$ cat config.mk
export PLATFORM = sky130hd
export DESIGN_NAME = tdm_turn_scheduler_with_dead_time
export DESIGN_NICKNAME = d
export VERILOG_FILES = /design/src/tts_pkg.sv /design/src/tdm_turn_scheduler_with_dead_time.sv /design/src/tts_ctrl.sv /design/src/tts_dpath.sv
export SDC_FILE = /design/constraint.sdc
export NUM_CORES = 1
export LEC_CHECK = 0
export BUFFER_PORTS_ARGS = -buffer_cell sky130_fd_sc_hd__clkbuf_2
export CORE_ASPECT_RATIO = 1.2
export CORE_UTILIZATION = 35
export DETAILED_ROUTE_END_ITERATION = 16
export PLACE_DENSITY_LB_ADDON = 0.1
export RECOVER_POWER = 25
export SLEW_MARGIN = 0
export SYNTH_ARGS = -nofsm -noshare
export SYNTH_HDL_FRONTEND = slang
export SYNTH_SLANG_ARGS = --single-unit
$ cat constraint.sdc
create_clock -name i_clk -period 14 [get_ports i_clk]
set_input_delay 2.8 -clock i_clk [delete_from_list [all_inputs] [get_ports i_clk]]
set_output_delay 2.8 -clock i_clk [all_outputs]
set_load 0.01 [all_outputs]
$ cat src/tts_pkg.sv
// Shared types, register codes and reset values for the TDM turn scheduler.
// Used by the controller, the datapath and the top level.
package tts_pkg;

    localparam int MaxDomainsDefault = 16;

    // Configuration register indexes
    localparam logic [3:0] RegFirstLen   = 4'd0;
    localparam logic [3:0] RegOtherLen   = 4'd1;
    localparam logic [3:0] RegDomCount   = 4'd2;
    localparam logic [3:0] RegRefInt     = 4'd3;
    localparam logic [3:0] RegNormDead   = 4'd4;
    localparam logic [3:0] RegRefDead    = 4'd5;
    localparam logic [3:0] RegAllocMode  = 4'd6;
    localparam logic [3:0] RegMonoDead   = 4'd7;

    // Allocator modes
    localparam logic [1:0] ModeTdm      = 2'd0;
    localparam logic [1:0] ModePreempt  = 2'd1;
    localparam logic [1:0] ModePriority = 2'd2;

    // Register reset values
    localparam logic [15:0] RstFirstLen  = 16'd64;
    localparam logic [15:0] RstOtherLen  = 16'd64;
    localparam logic [4:0]  RstDomCount  = 5'd2;
    localparam logic [15:0] RstRefInt    = 16'd7800;
    localparam logic [9:0]  RstNormDead  = 10'd43;
    localparam logic [9:0]  RstRefDead   = 10'd120;

    // Controller states
    typedef enum logic [3:0] {
        ST_LEN  = 4'b0001,
        ST_INIT = 4'b0010,
        ST_WALK = 4'b0100,
        ST_RUN  = 4'b1000
    } t_state;

    // Controller to datapath commands
    typedef struct packed {
        logic calc_len;   // latch schedule length, clamp refresh phase
        logic init_seek;  // clamp position, start at turn zero
        logic walk;       // advance turn bounds toward the position
        logic step;       // one tick transfer accepted
    } t_cmd;

    // Datapath to controller status
    typedef struct packed {
        logic seek_done;  // turn bounds enclose the position
    } t_stat;

    // Budget of domain i at the start of an epoch of n domains
    function automatic logic signed [7:0] fresh_budget(input logic [4:0] n, input int i);
        logic [4:0] iv;
        iv = 5'(i);
        return (iv < n) ? $signed(8'(n - 5'd1 - iv)) : 8'sd0;
    endfunction

endpackage

$ cat src/tdm_turn_scheduler_with_dead_time.sv
// TDM turn scheduler with dead time, top level: controller plus datapath.
// Result registered the cycle after the tick transfer; one tick per cycle unless stalled.
// After reset or any register write a recompute (states LEN, INIT, WALK)
// locates the position in the schedule; no tick is taken meanwhile.
// Reset (synchronous, active low) loads register defaults and zeroes the schedule position.
// Depends on tts_pkg, tts_ctrl and tts_dpath.
module tdm_turn_scheduler_with_dead_time #(
    parameter int MAX_DOMAINS = tts_pkg::MaxDomainsDefault
) (
    input  logic        i_clk,
    input  logic        i_rst_n,
    input  logic        i_cfg_valid,
    output logic        o_cfg_ready,
    input  logic [3:0]  i_cfg_index,
    input  logic [15:0] i_cfg_data,
    input  logic        s_axis_tvalid,
    output logic        s_axis_tready,
    input  logic [15:0] s_axis_tdata,   // [15:0] pending_mask
    output logic        m_axis_tvalid,
    input  logic        m_axis_tready,
    output logic [15:0] m_axis_tdata    // [3:0] current owner, [7:4] upcoming_owner,
                                        // [11:8] scheduled_domain, [12] dead_time,
                                        // [13] turn_begins, [15:14] zero
);
    import tts_pkg::*;

    t_cmd  cmd;
    t_stat stat;
    logic  cfg_we;

    assign o_cfg_ready = 1'b1;
    assign cfg_we      = i_cfg_valid;

    tts_ctrl u_ctrl (
        .i_clk       (i_clk),
        .i_rst_n     (i_rst_n),
        .i_cfg_we    (cfg_we),
        .i_in_valid  (s_axis_tvalid),
        .o_in_ready  (s_axis_tready),
        .o_out_valid (m_axis_tvalid),
        .i_out_ready (m_axis_tready),
        .o_cmd       (cmd),
        .i_stat      (stat)
    );

    tts_dpath #(.MAX_DOMAINS(MAX_DOMAINS)) u_dpath (
        .i_clk       (i_clk),
        .i_rst_n     (i_rst_n),
        .i_cfg_we    (cfg_we),
        .i_cfg_index (i_cfg_index),
        .i_cfg_data  (i_cfg_data),
        .i_cmd       (cmd),
        .o_stat      (stat),
        .i_mask      (s_axis_tdata),
        .o_result    (m_axis_tdata)
    );

endmodule

$ cat src/tts_ctrl.sv
// Controller of the TDM turn scheduler: recompute sequence after reset or a
// register write, then one tick per cycle unless the output holding register is stalled.
// Depends on tts_pkg.
module tts_ctrl (
    input  logic           i_clk,
    input  logic           i_rst_n,
    input  logic           i_cfg_we,
    input  logic           i_in_valid,
    output logic           o_in_ready,
    output logic           o_out_valid,
    input  logic           i_out_ready,
    output tts_pkg::t_cmd  o_cmd,
    input  tts_pkg::t_stat i_stat
);
    import tts_pkg::*;

    t_state r_state, n_state;
    logic   r_out_valid, n_out_valid;
    logic   accept;

    // Accept when running and the output slot is empty or frees this cycle
    assign o_in_ready  = (r_state == ST_RUN) && (!r_out_valid || i_out_ready);
    assign accept      = o_in_ready && i_in_valid;
    assign o_out_valid = r_out_valid;

    always_comb begin
        o_cmd.calc_len  = (r_state == ST_LEN);
        o_cmd.init_seek = (r_state == ST_INIT);
        o_cmd.walk      = (r_state == ST_WALK);
        o_cmd.step      = accept;
    end

    // Next state
    always_comb begin
        n_state = r_state;
        unique case (r_state)
            ST_LEN:  n_state = ST_INIT;
            ST_INIT: n_state = ST_WALK;
            ST_WALK: if (i_stat.seek_done) n_state = ST_RUN;
            ST_RUN:  n_state = ST_RUN;
            default: n_state = ST_LEN;
        endcase
        if (i_cfg_we) n_state = ST_LEN;
    end

    always_comb begin
        n_out_valid = r_out_valid;
        if (i_out_ready) n_out_valid = 1'b0;
        if (accept)      n_out_valid = 1'b1;
    end

    always_ff @(posedge i_clk) begin
        if (!i_rst_n) begin
            r_state     <= ST_LEN;
            r_out_valid <= 1'b0;
        end else begin
            r_state     <= n_state;
            r_out_valid <= n_out_valid;
        end
    end

    a_ready_in_run: assert property (@(posedge i_clk) disable iff (!i_rst_n)
        o_in_ready |-> r_state == ST_RUN)
        else $error("input taken outside run state");
    a_cfg_restarts: assert property (@(posedge i_clk) disable iff (!i_rst_n)
        i_cfg_we |=> r_state == ST_LEN)
        else $error("register write did not restart recompute");
    a_accept_fills: assert property (@(posedge i_clk) disable iff (!i_rst_n)
        accept |=> r_out_valid)
        else $error("accepted tick produced no result");

endmodule

$ cat src/tts_dpath.sv
// Datapath of the TDM turn scheduler: registers, schedule tracking, allocators,
// dead-time test and the result register. Depends on tts_pkg.
module tts_dpath #(
    parameter int MAX_DOMAINS = tts_pkg::MaxDomainsDefault
) (
    input  logic           i_clk,
    input  logic           i_rst_n,
    input  logic           i_cfg_we,
    input  logic [3:0]     i_cfg_index,
    input  logic [15:0]    i_cfg_data,
    input  tts_pkg::t_cmd  i_cmd,
    output tts_pkg::t_stat o_stat,
    input  logic [15:0]    i_mask,
    output logic [15:0]    o_result
);
    import tts_pkg::*;

    localparam logic [4:0] MaxN = 5'(MAX_DOMAINS);

    // Configuration registers
    logic [15:0] r_p0, r_p1, r_ref_int;
    logic [4:0]  r_dom_cnt;
    logic [9:0]  r_norm_dead, r_ref_dead;
    logic [1:0]  r_mode;
    logic        r_mono;

    // Schedule tracking
    logic [19:0] r_len, r_s, r_ts, r_te;
    logic [3:0]  r_nat;
    logic [15:0] r_rp;
    logic [3:0]  r_owner, r_next;
    logic [4:0]  r_epoch;
    logic signed [7:0] r_budget [MAX_DOMAINS];
    logic [15:0] r_result;

    logic [15:0] p0e, p1e, ref_e;
    logic [4:0]  n_eff;
    logic [3:0]  top, nat_next;
    logic [1:0]  mode_e;
    logic        begins, alloc, last_turn;
    logic [20:0] s_plus1, refresh_at, dead_end;
    logic        refresh_in;
    logic [9:0]  dead;
    logic [3:0]  pre_win, pri_win, nxt_alloc, cur, nxt, n_owner, n_next;
    logic [4:0]  epoch_base, epoch_new;
    logic signed [7:0] base [MAX_DOMAINS];
    logic signed [7:0] n_budget [MAX_DOMAINS];

    // Effective settings
    assign p0e    = (r_p0 == 16'd0) ? 16'd1 : r_p0;
    assign p1e    = (r_p1 == 16'd0) ? 16'd1 : r_p1;
    assign ref_e  = (r_ref_int == 16'd0) ? 16'd1 : r_ref_int;
    assign n_eff  = (r_dom_cnt < 5'd2) ? 5'd2 : ((r_dom_cnt > MaxN) ? MaxN : r_dom_cnt);
    assign top    = 4'(n_eff - 5'd1);
    assign mode_e = (r_mode == ModePreempt || r_mode == ModePriority) ? r_mode : ModeTdm;

    // Turn boundaries
    assign nat_next  = (r_nat >= top) ? 4'd0 : r_nat + 4'd1;
    assign s_plus1   = {1'b0, r_s} + 21'd1;
    assign begins    = (r_s == r_ts);
    assign alloc     = (s_plus1 == {1'b0, r_te});
    assign last_turn = (r_nat >= top);
    assign o_stat.seek_done = (r_s < r_te);

    // Preempting: first pending domain from the natural next one up, else top
    always_comb begin
        pre_win = top;
        for (int d = MAX_DOMAINS - 1; d >= 0; d--) begin
            if (4'(d) >= nat_next && 4'(d) < top && i_mask[d]) pre_win = 4'(d);
        end
    end

    // Priority with epoch budget
    always_comb begin
        epoch_base = (r_epoch == 5'd0) ? n_eff : r_epoch;
        epoch_new  = epoch_base - 5'd1;
        for (int d = 0; d < MAX_DOMAINS; d++) begin
            base[d] = (r_epoch == 5'd0) ? fresh_budget(n_eff, d) : r_budget[d];
        end
        pri_win = top;
        for (int d = MAX_DOMAINS - 1; d >= 0; d--) begin
            if (4'(d) < top && $signed({3'b000, epoch_new}) > base[d] && i_mask[d])
                pri_win = 4'(d);
        end
        for (int d = 0; d < MAX_DOMAINS; d++) begin
            n_budget[d] = (4'(d) < pri_win) ? base[d] - 8'sd1 : base[d];
        end
    end

    // Owner handover
    always_comb begin
        nxt_alloc = r_next;
        if (alloc) begin
            priority case (mode_e)
                ModePreempt:  nxt_alloc = pre_win;
                ModePriority: nxt_alloc = pri_win;
                default:      nxt_alloc = r_next;
            endcase
        end
        n_owner = r_owner;
        n_next  = nxt_alloc;
        if (begins && mode_e != ModeTdm) begin
            n_owner = nxt_alloc;
            n_next  = (mode_e == ModePreempt) ? nat_next : 4'd0;
        end
        cur = (mode_e == ModeTdm) ? r_nat : n_owner;
        nxt = (mode_e == ModeTdm) ? nat_next : n_next;
    end

    // Dead time
    always_comb begin
        refresh_at = {1'b0, r_s} + 21'(ref_e - r_rp);
        refresh_in = refresh_at < {1'b0, r_te};
        dead       = refresh_in ? r_ref_dead : r_norm_dead;
        if (r_mono && cur <= nxt) dead = 10'd0;
        dead_end   = {1'b0, r_s} + 21'(dead);
    end

    assign o_result = r_result;

    // Configuration registers
    always_ff @(posedge i_clk) begin
        if (!i_rst_n) begin
            r_p0        <= RstFirstLen;
            r_p1        <= RstOtherLen;
            r_dom_cnt   <= RstDomCount;
            r_ref_int   <= RstRefInt;
            r_norm_dead <= RstNormDead;
            r_ref_dead  <= RstRefDead;
            r_mode      <= ModeTdm;
            r_mono      <= 1'b0;
        end else if (i_cfg_we) begin
            priority case (i_cfg_index)
                RegFirstLen:  r_p0        <= i_cfg_data;
                RegOtherLen:  r_p1        <= i_cfg_data;
                RegDomCount:  r_dom_cnt   <= i_cfg_data[4:0];
                RegRefInt:    r_ref_int   <= i_cfg_data;
                RegNormDead:  r_norm_dead <= i_cfg_data[9:0];
                RegRefDead:   r_ref_dead  <= i_cfg_data[9:0];
                RegAllocMode: r_mode      <= i_cfg_data[1:0];
                RegMonoDead:  r_mono      <= i_cfg_data[0];
                default: ;
            endcase
        end
    end

    // Schedule length and turn bounds (payload, rebuilt by recompute)
    always_ff @(posedge i_clk) begin
        if (i_cmd.calc_len) r_len <= 20'(p0e) + 20'(p1e) * 20'(top);
        if (i_cmd.init_seek) begin
            r_nat <= 4'd0;
            r_ts  <= 20'd0;
            r_te  <= 20'(p0e);
        end else if (i_cmd.walk && r_s >= r_te) begin
            r_nat <= r_nat + 4'd1;
            r_ts  <= r_te;
            r_te  <= r_te + 20'(p1e);
        end else if (i_cmd.step && alloc) begin
            if (last_turn) begin
                r_nat <= 4'd0;
                r_ts  <= 20'd0;
                r_te  <= 20'(p0e);
            end else begin
                r_nat <= r_nat + 4'd1;
                r_ts  <= r_te;
                r_te  <= r_te + 20'(p1e);
            end
        end
        if (i_cmd.step)
            r_result <= {2'b00, begins, dead_end >= {1'b0, r_te}, r_nat, nxt, cur};
    end

    // Position, refresh phase and allocator state
    always_ff @(posedge i_clk) begin
        if (!i_rst_n) begin
            r_s     <= 20'd0;
            r_rp    <= 16'd0;
            r_owner <= 4'd0;
            r_next  <= 4'd0;
            r_epoch <= RstDomCount;
            for (int d = 0; d < MAX_DOMAINS; d++) r_budget[d] <= fresh_budget(RstDomCount, d);
        end else begin
            if (i_cmd.calc_len && r_rp >= ref_e) r_rp <= ref_e - 16'd1;
            if (i_cmd.init_seek && r_s >= r_len) r_s <= 20'd0;
            if (i_cmd.step) begin
                r_s  <= (alloc && last_turn) ? 20'd0 : s_plus1[19:0];
                r_rp <= (r_rp + 16'd1 >= ref_e) ? 16'd0 : r_rp + 16'd1;
                if (mode_e != ModeTdm) begin
                    r_owner <= n_owner;
                    r_next  <= n_next;
                end
                if (alloc && mode_e == ModePriority) begin
                    r_epoch <= epoch_new;
                    for (int d = 0; d < MAX_DOMAINS; d++) r_budget[d] <= n_budget[d];
                end
            end
        end
    end

    a_pos_in_turn: assert property (@(posedge i_clk) disable iff (!i_rst_n)
        i_cmd.step |-> (r_s >= r_ts && r_s < r_te))
        else $error("position outside tracked turn");
    a_nat_range: assert property (@(posedge i_clk) disable iff (!i_rst_n)
        i_cmd.step |-> r_nat <= top)
        else $error("natural domain beyond last domain");
    a_phase_range: assert property (@(posedge i_clk) disable iff (!i_rst_n)
        i_cmd.step |-> r_rp < ref_e)
        else $error("refresh phase past interval");

endmodule
==> impl_results.md <==
* Outcome: finished with violations
* Failing checks: max-capacitance violations, max-slew violations
* Pre-antenna DRT Iters at 7
* Number of core rows at 115
* Multiplexer area fraction after synthesis at 2.316%
* Synth top area share at 17.66%
* Clock tree from TritonCTS: built
* Count of input and output buffers at 55
* Gate count after technology mapping at 3412
* Placement Cell Area at 30210 µm²
* Total clock buffers created by CTS at 44
* Boundary Pins at 60
* Main combinational cell family by area after synthesis: compound AO/OA/AOI/OAI gates
* MaxCap Viol Count at 5
* Clock net sink count at 328
* Total of flip-flops plus latches after synthesis at 328
* CP max-delay cell: sky130_fd_sc_hd__o21ai_0
* Post-cts sizing count at 0
* Number of endpoints with negative hold slack in the final report at 0
* CTS max path bufs at 3
* Post-CTS setup-driven buffer insertion count at 0
* Standby leakage power at 13.11 nW
* Met2 track demand over resource at 43.59%
* Setup slack after layout at 1204 ps
* Via count of the routed design at 25560
* Pins Over Slew Limit at 175
* Maximum number of pins on one net before global-route repair at 75
* Max_slew headroom at -162.8%
* Warnings from Yosys at 0
* Count of flip-flops with a built-in enable after synthesis at 170
* Largest fanout on the critical path at 19
* Final setup violation count at 0
* Share of the synthesized area in compound gates (AO/OA/AOI/OAI) at 20.12%
* Sequential cell area fraction in the yosys report at 28.60%
* Met1 usage in global routing at 27.99%
* CTS Root Cell: sky130_fd_sc_hd__clkbuf_16
* Primary flip-flop cell chosen by synthesis mapping: sky130_fd_sc_hd__edfxtp_1
* Netlist area before placement at 28900 µm²
* Remaining antenna violation count after routing at 0
* Initial DRC count at 1680
* Die ar. at 83740 µm²
* Total inserted antenna cells at 0
* Data arrival time of the critical path at 13120 ps
* Vertical die dimension at 316.8 µm
* Pin slew with the least headroom to its limit at 3942 ps
* Clk pin slew, worst setup/hold paths at 60 ps
* Final critical path time including I/O delays and setup at 12800 ps
* Skew final at 38.69 ps
* Global-route track usage on met3 at 3.206%
* XOR/XNOR Fraction of Synth Area at 7.272%
* Setup repair after global routing missed its margin: false
* Power per unit of standard cell area at 97.23 nW/µm²
* Pre-CTS setup slack at 1414 ps
* Required time reported for the critical path endpoint at 14320 ps
* Area leader, netlist: sky130_fd_sc_hd__edfxtp_1
* Number of standard cells in the final layout excluding fillers at 4460
* Share of layout cells above drive strength 1 at 7.220%
* Number of vias per cell at 5.731
* Async set-reset flop share out of synthesis at 0%
* Cts-stage hold buffer count at 0
* Max Clk Rate at 0.07815 GHz
* Distinct cells, synth at 105
* Placeable core region at 81870 µm²
* Part of the cycle the worst path needs at 91.40%
* Total grt overflow at 0
* Die span in x at 264.3 µm
* Final Cell Area at 31740 µm²
* Synth Area in Simple Gates at 19.26%
* Weighted congestion at the end of routability-driven global placement at 0.9191
* Clock latency reported for the late side of the worst-skew pair at 590 ps
* Worst Setup Path Type: reg2reg
* Leading cell types by total area after synthesis: sky130_fd_sc_hd__edfxtp_1 18%, sky130_fd_sc_hd__ha_1 13%, sky130_fd_sc_hd__dfxtp_1 11%
* Cell with the most instances on the worst path: sky130_fd_sc_hd__a21oi_1
* Average size of a mapped cell at 8.471 µm²
* Number of antenna violations at the first check in global routing at 2
* Final routed DRC violation total at 0
* Number of nets in the final layout at 3772
* Top cells by instance count after synthesis: 374 x sky130_fd_sc_hd__nand2_1, 311 x sky130_fd_sc_hd__ha_1, 251 x sky130_fd_sc_hd__nor2_1
* Dpl hpwl at 79.11 mm
* Critical path startpoint category: flop
* Area added between synthesis and finish at 9.796%
* Global-route wire length before repair at 155.4 mm
* Total wire length after detailed routing at 103.4 mm
* Starting utilization of the core area at 35.30%
* Htree depth at 2
* Worst min-delay path category: reg2reg
* Total placed cells including tap cells at 4380
* Max IR drop VDD at 0.00007706 V
* Synth Area in Adders at 16.75%
* Via count of the first global-routing pass at 25210
* Detailed-route wire length per cell at 23.19 µm
* Endpoint class of the critical path: flop
* Layer with the highest usage: met2
* Crit-path max cell delay at 660 ps
* Leading cell type by number of instances after synthesis: sky130_fd_sc_hd__nand2_1
* Overall routing resource usage at 24.21%
* Aggregate negative setup slack at 0 ps
## where the power goes
part / leakage [nW] / total (mW) / switching (mW) / internal [mW]
Clock: 0.773 / 1.26 / 0.484 / 0.771
Sequential: 2.99 / 1.08 / 0.0324 / 1.05
Combinational: 9.34 / 0.746 / 0.433 / 0.313
Total: 13.1 / 3.09 / 0.950 / 2.14
## metrics by stage
stage | power (mW) | util, % | hold WS (ps)
2_1_floorplan | 1.656 | - | 434.8
3_3_place_gp | 1.829 | 36.89 | 440.6
3_5_place_dp | 1.849 | 36.89 | 446.3
4_1_cts | 3.122 | 38.83 | 454.4
5_1_grt | 3.250 | 38.76 | 471.0
6_report | 3.086 | 38.76 | 452.8
## worst max-delay path: cells and delay by family (launching register included)
family          cells  cell delay (ps)
buf+inv             3             1070
simple gates        9             1660
mux                 1              160
xor+xnor            3              550
flops               1              430
fa+ha+maj           7             2630
compound gates     27             5980
## registers in the layout (all words and copies together) (netlist names), 20 cells and up
register and flops:
u_dpath.r_budget 120, u_dpath.r_len 20, u_dpath.r_s 20, u_dpath.r_te 20, u_dpath.r_ts 20
## worst paths after layout
kind,cells past startpoint,to,slack [ps],from
max,50,u_dpath.o_result[12]$_DFFE_PP_,1200,u_dpath.r_dom_cnt[1]$_SDFFE_PN1P_
min,2,u_dpath.r_norm_dead[9]$_SDFFE_PN0P_,450,u_dpath.r_norm_dead[9]$_SDFFE_PN0P_
max reg2reg,50,u_dpath.o_result[12]$_DFFE_PP_,1200,u_dpath.r_dom_cnt[1]$_SDFFE_PN1P_
min reg2reg,2,u_dpath.r_norm_dead[9]$_SDFFE_PN0P_,450,u_dpath.r_norm_dead[9]$_SDFFE_PN0P_
## kinds of logic after synthesis
logic type	after synthesis
AND/OR/NAND/NOR	1152
AO/OA/AOI/OAI	854
buffers and inverters	412
adder cells (fa/ha/maj)	359
flip-flops	328
XOR/XNOR	240
multiplexers	65
other	2
## area by class of cell
class / count / area (µm²)
Sequential cell: 328 / 8268
Timing Repair Buffer: 112 / 663.1
Inverter: 214 / 804.5
Tap cell: 1053 / 1318
Clock inverter: 24 / 314.1
Multi-Input combinational cell: 2673 / 19100
Fill cell: 8398 / 50140
Clock buffer: 56 / 1271
## cells in the final DEF, fill, tap and decap left out, types with 14 or more instances in the layout
| cell type | instances |
|---|---|
| sky130_fd_sc_hd__and3_1 | 36 |
| sky130_fd_sc_hd__fa_1 | 47 |
| sky130_fd_sc_hd__nor4_1 | 25 |
| sky130_fd_sc_hd__a211oi_1 | 39 |
| sky130_fd_sc_hd__clkbuf_16 | 48 |
| sky130_fd_sc_hd__and2_1 | 40 |
| sky130_fd_sc_hd__a22oi_1 | 45 |
| sky130_fd_sc_hd__nand4_1 | 53 |
| sky130_fd_sc_hd__a21o_1 | 51 |
| sky130_fd_sc_hd__o211ai_1 | 26 |
| sky130_fd_sc_hd__xnor2_1 | 181 |
| sky130_fd_sc_hd__nand2_1 | 373 |
| sky130_fd_sc_hd__a21oi_1 | 215 |
| sky130_fd_sc_hd__o31ai_1 | 20 |
| sky130_fd_sc_hd__a22o_1 | 36 |
| sky130_fd_sc_hd__nand2b_1 | 35 |
| sky130_fd_sc_hd__o32ai_1 | 15 |
| sky130_fd_sc_hd__buf_4 | 52 |
| sky130_fd_sc_hd__nor2_1 | 250 |
| sky130_fd_sc_hd__clkbuf_1 | 26 |
| sky130_fd_sc_hd__edfxtp_1 | 170 |
| sky130_fd_sc_hd__o21a_1 | 38 |
| sky130_fd_sc_hd__or2_2 | 16 |
| sky130_fd_sc_hd__o21ai_0 | 141 |
| sky130_fd_sc_hd__dfxtp_1 | 158 |
| sky130_fd_sc_hd__a311oi_1 | 14 |
| sky130_fd_sc_hd__clkbuf_2 | 38 |
| sky130_fd_sc_hd__o31a_1 | 16 |
| sky130_fd_sc_hd__nor2b_1 | 48 |
| sky130_fd_sc_hd__nand3_1 | 85 |
| sky130_fd_sc_hd__mux2i_1 | 50 |
| sky130_fd_sc_hd__o21bai_1 | 23 |
| sky130_fd_sc_hd__nor3_1 | 100 |
| sky130_fd_sc_hd__inv_1 | 207 |
| sky130_fd_sc_hd__a31oi_1 | 37 |
| sky130_fd_sc_hd__or3_1 | 18 |
| sky130_fd_sc_hd__ha_1 | 311 |
| sky130_fd_sc_hd__xor2_1 | 55 |
## routing by layer
metal	vias to the layer above	wire length [µm]	part of all wire [%]
li1	12230	-	-
met1	12420	41830	40
met2	696	51140	49
met3	210	4700	4.5
met4	4	5730	5.5
met5	-	27	0.026
Note: power is estimated with default switching activity, not from simulation.
